File: src/lhem_pkg.sv
package lhem_pkg;

	localparam int MAX_SITE_ID_DEF = 1023;

	localparam int ACTION_W = 3;
	localparam int SITE_W = 10;
	localparam int TIME_W = 32;
	localparam int CNT_W = 32;
	localparam int DELAY_W = 16;
	localparam int WINDOW_W = 22;
	localparam int HEALTH_W = 2;
	localparam int CFG_IDX_W = 4;
	localparam int CFG_DATA_W = 22;

	localparam logic [ACTION_W-1:0] ACT_COERCE = 3'd0;
	localparam logic [ACTION_W-1:0] ACT_BAD_MSG = 3'd1;
	localparam logic [ACTION_W-1:0] ACT_RETRY = 3'd2;
	localparam logic [ACTION_W-1:0] ACT_KEYSET = 3'd3;
	localparam logic [ACTION_W-1:0] ACT_LOW_FP = 3'd4;
	localparam logic [ACTION_W-1:0] ACT_DESTROY = 3'd5;

	localparam logic [CFG_IDX_W-1:0] REG_REAUTH_DELAY = 4'd0;
	localparam logic [CFG_IDX_W-1:0] REG_BURST_WINDOW = 4'd1;

	localparam logic [DELAY_W-1:0] REAUTH_DELAY_RST = 16'd2000;
	localparam logic [WINDOW_W-1:0] BURST_WINDOW_RST = 22'd30000;

	localparam logic [HEALTH_W-1:0] HEALTH_OK = 2'd0;
	localparam logic [HEALTH_W-1:0] HEALTH_DEGRADED = 2'd1;
	localparam logic [HEALTH_W-1:0] HEALTH_SUSPICIOUS = 2'd2;

	// One entry of the per-site table.
	typedef struct packed {
		logic              seen;
		logic [TIME_W-1:0] last_destroy;
		logic [TIME_W-1:0] reauth;
	} site_entry_t;

	localparam int ENTRY_W = $bits(site_entry_t);

	// Counter bump request, one flag per counter.
	typedef struct packed {
		logic coerce;
		logic bad_msg;
		logic retry;
		logic keyset;
		logic low_fp;
		logic destroy;
		logic burst;
	} bump_req_t;

	typedef struct packed {
		logic [CNT_W-1:0] coerce;
		logic [CNT_W-1:0] bad_msg;
		logic [CNT_W-1:0] retry;
		logic [CNT_W-1:0] keyset;
		logic [CNT_W-1:0] low_fp;
		logic [CNT_W-1:0] destroy;
		logic [CNT_W-1:0] burst;
	} counts_t;

	function automatic logic [CNT_W-1:0] sat_inc(input logic [CNT_W-1:0] v, input logic en);
		sat_inc = (en && (v != '1)) ? v + CNT_W'(1) : v;
	endfunction

endpackage

File: src/lhem_counter_bank.sv
module lhem_counter_bank import lhem_pkg::*; (
	input  logic      clk,
	input  logic      arst_n,
	input  logic      en,
	input  bump_req_t bump,
	output counts_t   counts,
	output logic [HEALTH_W-1:0] health
);

	counts_t cnt_q;

	always_ff @(posedge clk or negedge arst_n) begin
		if (!arst_n) begin
			cnt_q <= '0;
		end else if (en) begin
			cnt_q.coerce  <= sat_inc(cnt_q.coerce, bump.coerce);
			cnt_q.bad_msg <= sat_inc(cnt_q.bad_msg, bump.bad_msg);
			cnt_q.retry   <= sat_inc(cnt_q.retry, bump.retry);
			cnt_q.keyset  <= sat_inc(cnt_q.keyset, bump.keyset);
			cnt_q.low_fp  <= sat_inc(cnt_q.low_fp, bump.low_fp);
			cnt_q.destroy <= sat_inc(cnt_q.destroy, bump.destroy);
			cnt_q.burst   <= sat_inc(cnt_q.burst, bump.burst);
		end
	end

	assign counts = cnt_q;

	always_comb begin
		if ((cnt_q.coerce != '0) || (cnt_q.bad_msg != '0) || (cnt_q.keyset != '0) ||
		    (cnt_q.low_fp != '0) || (cnt_q.burst != '0)) begin
			health = HEALTH_SUSPICIOUS;
		end else if ((cnt_q.retry != '0) || (cnt_q.destroy != '0)) begin
			health = HEALTH_DEGRADED;
		end else begin
			health = HEALTH_OK;
		end
	end

	// A burst is only ever counted together with a destroy.
	a_burst_le_destroy: assert property (@(posedge clk) disable iff (!arst_n)
		cnt_q.burst <= cnt_q.destroy)
		else $error("burst count exceeds destroy count");

	a_destroy_monotonic: assert property (@(posedge clk) disable iff (!arst_n)
		!en |=> $stable(cnt_q))
		else $error("counters changed without an update");

	a_burst_with_destroy: assert property (@(posedge clk) disable iff (!arst_n)
		en && bump.burst |-> bump.destroy)
		else $error("burst bumped without a destroy");

endmodule

File: config.mk
export PLATFORM = sky130hd
export DESIGN_NAME = lhem_counter_bank
export DESIGN_NICKNAME = d
export VERILOG_FILES = /design/src/lhem_pkg.sv /design/src/lhem_counter_bank.sv
export SDC_FILE = /design/constraint.sdc
export NUM_CORES = 1
export LEC_CHECK = 0
export BUFFER_PORTS_ARGS = -buffer_cell sky130_fd_sc_hd__buf_2
export CAP_MARGIN = 40
export CORE_MARGIN = 2
export CORE_UTILIZATION = 50
export CTS_CLUSTER_SIZE = 28
export DETAILED_ROUTE_END_ITERATION = 10
export PLACE_DENSITY = 0.77
export SYNTH_ARGS = -nofsm -noshare
export SYNTH_HDL_FRONTEND = slang
export SYNTH_SLANG_ARGS = --single-unit
export TNS_END_PERCENT = 1
File: constraint.sdc
create_clock -name clk -period 2.08 [get_ports clk]
set_input_delay 0.208 -clock clk [delete_from_list [all_inputs] [get_ports clk]]
set_output_delay 0.208 -clock clk [all_outputs]
set_load 0.1 [all_outputs]
==> results.py <==
metrics = {
    "clocking": {
        "cts_tree": "yes",
        "post-cts-setup-buffers": 0,
        "cts_buffer_depth": 3,
        "cts.clk_slew.worst_paths_ps": 60,
        "clkSinkCount": 224,
        "cts_root_buf": "clkbuf_16",
        "cts_buffers": 26,
        "cts-htree-levels": 1,
        "clk_latency_ps": 540,
    },
    "timing": {
        "hold_viol": 0,
        "tns_ps": -1272,
        "fmax_ghz": 0.3664,
        "maxSlewHeadroom": 0.6164,
        "drv_slew": 0,
        "timing.final.crit_share": 1.312,
        "fin_skew_ps": 21.81,
        "rsz0062_at_grt": "yes",
        "tightest_slew_ps": 575.5,
        "fin_crit_ps": 2730,
        "setup_viol": 4,
        "setup_ws_ps": -649.6,
    },
    "worst_setup_path": {
        "reg2reg_slack_ps": -10,
        "end_kind": "output port",
        "worst-r2r-cell-count": 5,
        "rr_startpoint": "counts[13]",
        "startpoint_type": "flip-flop",
        "path_delay_family": "simple AND/OR/NAND/NOR gates",
        "critPathMaxStageDelay_ps": 510,
        "path_buf_inv": 2,
        "critical_path_required_ps": 1870,
        "rr_endpoint": "counts[27]",
        "crit_chain": "nor4_1 -> nand4_1 -> nor4_2 -> nand4_1 -> buf_6 -> nor2_4 -> buf_12",
        "cp_slowest_cell": "dfrtp_4",
        "path_common_cell": "nand4_1",
        "crit_type": "reg2out",
        "worstPathArrival_ps": 2520,
        "critPathMaxFanout": 6,
    },
    "layout": {
        "largest_reg_flops": 224,
        "nets": 1541,
        "seq_area_um2": 5769,
        "drive_above_1_share": 0.3997,
        "fin_util": 0.7028,
        "fill_cells": 1698,
        "multi_input_area_um2": 5653,
        "antenna_cells": 0,
        "area_growth_syn_to_layout_pct": 37.43,
    },
    "global_route": {
        "antenna_found_initial": 0,
        "grt-ovfl-total": 0,
        "grt_pass1_vias": 10330,
        "track_usage": 0.2772,
        "grt_max_degree": 71,
        "grt_pass1_wl_um": 53710,
    },
    "hold_path": {
        "min-delay-path-class": "in2reg",
        "hold_end": "counts[119]",
        "min_path_cells": 4,
        "hp-start": "bump[3]",
    },
    "detailed_routing": {
        "vias": 10420,
        "first_iter_violations": 661,
        "dr.pass1.iters": 5,
        "avgRoutedWirePerCell_um": 18.22,
        "wirelength_um": 33090,
        "drc": 0,
        "ant_nets": 0,
        "post_drt_via_cell_ratio": 5.736,
    },
    "synth": {
        "synthArstFlopShare": 1.000,
        "synth.distinct_cells": 51,
        "synth_top_area_cell": "dfrtp_1",
        "ys_seq_area_frac": 0.4992,
        "yosys_most_used_dff": "dfrtp_1",
        "yosys_warnings": 0,
        "synth_area_leaders": "dfrtp_1 (50%), xnor2_1 (10%), xor2_1 (6.3%)",
        "synth_area_um2": 11230,
        "synth_edf_count": 0,
        "synth_common_cells": "dfrtp_1 (224), xnor2_1 (133), nand2_1 (96)",
        "syn_inst": 1093,
        "synthesis.nets": 1117,
        "yosys.cell_count.top_type": "dfrtp_1",
        "syn_area_per_cell_um2": 10.27,
        "ys_ff_latch": 224,
        "synth_top_area_share": 0.4992,
    },
    "status": {
        "violations": "setup timing",
        "outcome": "finished, violations left",
    },
    "floorplanning": {
        "die_area_um2": 23670,
        "die_w_um": 153.9,
        "start_util": 0.5114,
        "io-pin-count": 236,
        "chipHeight_um": 153.9,
        "rows": 54,
        "core_um2": 21960,
    },
    "power": {
        "power_per_cell_area_nw_per_um2": 1015,
        "power.total_mw": 15.66,
        "p_leak_nw": 7.535,
        "ir_worst_vdd_mv": 1.401,
        "switchingPower_mw": 6.706,
        "combPwrFrac": 0.355,
        "p_int_mw": 8.950,
        "p_sw_frac": 0.4284,
        "power_frac_seq": 0.343,
        "clkPwrFrac": 0.303,
    },
    "place": {
        "numPortBuffers": 235,
        "dp_hpwl_um": 24870,
        "gp_congestion": 0.9416,
    },
    "job": {
        "cap_violations": 0,
    },
}
==> final cells by class <==
type                            instances  share of cell area
Sequential cell                       224              0.3738
Multi-Input combinational cell        817              0.3663
Timing Repair Buffer                  418              0.1717
Clock buffer                           34             0.04808
Tap cell                              280             0.02270
Clock inverter                         13            0.009891
Inverter                               30            0.007459
==> kinds of logic after synthesis <==
group / share of synthesized area
AO/OA/AOI/OAI: 0.01760
XOR/XNOR: 0.1669
adder cells (fa/ha/maj): 0.01560
buffers and inverters: 0.01827
flip-flops: 0.4992
multiplexers: 0.005014
AND/OR/NAND/NOR: 0.2774
==> worst max-delay path by stage <==
stage / slack [ps] / depth (start not counted) / from / to
floorplan: -1480 / 7 / counts[0] / health[0]
global placement: -80 / 8 / counts[96] / health[1]
detailed placement: -190 / 8 / counts[96] / health[1]
CTS: -650 / 9 / counts[0] / health[0]
global route: -740 / 9 / counts[97] / health[0]
finish: -650 / 7 / counts[12] / health[0]
==> per-stage QoR <==
step	hold slack [ps]	cells	instance area [µm²]	worst slack, ps
after floorplan	-87.59	1093	11440	-1481
after global placement	223.7	1768	14340	-80.28
after detailed placement	226.8	1768	14340	-186.1
after CTS	83.65	1816	15250	-647.3
after global routing	92.99	1816	15430	-739.6
final	70.55	1816	15430	-649.6
==> routing by layer <==
| metal | up-vias | wire (µm) | global-route usage |
|---|---|---|---|
| met5 | - | 0 | 0 |
| met4 | 0 | 995 | 0.09034 |
| met3 | 59 | 2331 | 0.05862 |
| met2 | 403 | 16030 | 0.4580 |
| met1 | 5138 | 13720 | 0.3678 |
| li1 | 4817 | - | - |
==> tightest hold or removal path, cell delays in order <==
cell	delay [ps]
buf_2	120
o41ai_2	60
nor2_1	50
xor2_1	110
==> what timing repair did <==
action / 4_1_cts / 5_1_grt
hold endpoints to repair: 65 / 0
endpoints found under the setup margin: 2 / 54
hold buffers: 1 / 0
resized for setup: 3 / 34
pin swaps: 0 / 5
==> layout by cell type (no fill, tap or decap), types with 6 or more instances in the layout <==
cell	count
buf_4	176
and2_1	10
or2_2	7
buf_2	232
nand3_1	79
and3_1	37
clkinv_2	6
nor4_1	66
or3_1	6
buf_12	6
nand4_1	86
clkbuf_16	27
nor4_2	11
and4_1	24
nor2_1	59
dfrtp_2	80
dfrtp_1	127
ha_1	12
xnor2_1	132
xor2_1	81
nand2_1	96
dfrtp_4	17
inv_1	26
a31oi_1	6
nor3_1	31
==> power by group through the flow <==
stage | Clock [mW] | Sequential (mW) | Combinational [mW]
final | 4.74 | 5.36 | 5.56
after global routing | 4.97 | 5.43 | 5.80
after CTS | 4.81 | 5.33 | 5.50
after detailed placement | 0 | 5.40 | 5.45
after global placement | 0 | 5.38 | 5.36
after floorplan | 0 | 8.45 | 0.866
No activity file was read; power rests on OpenSTA's default activity.
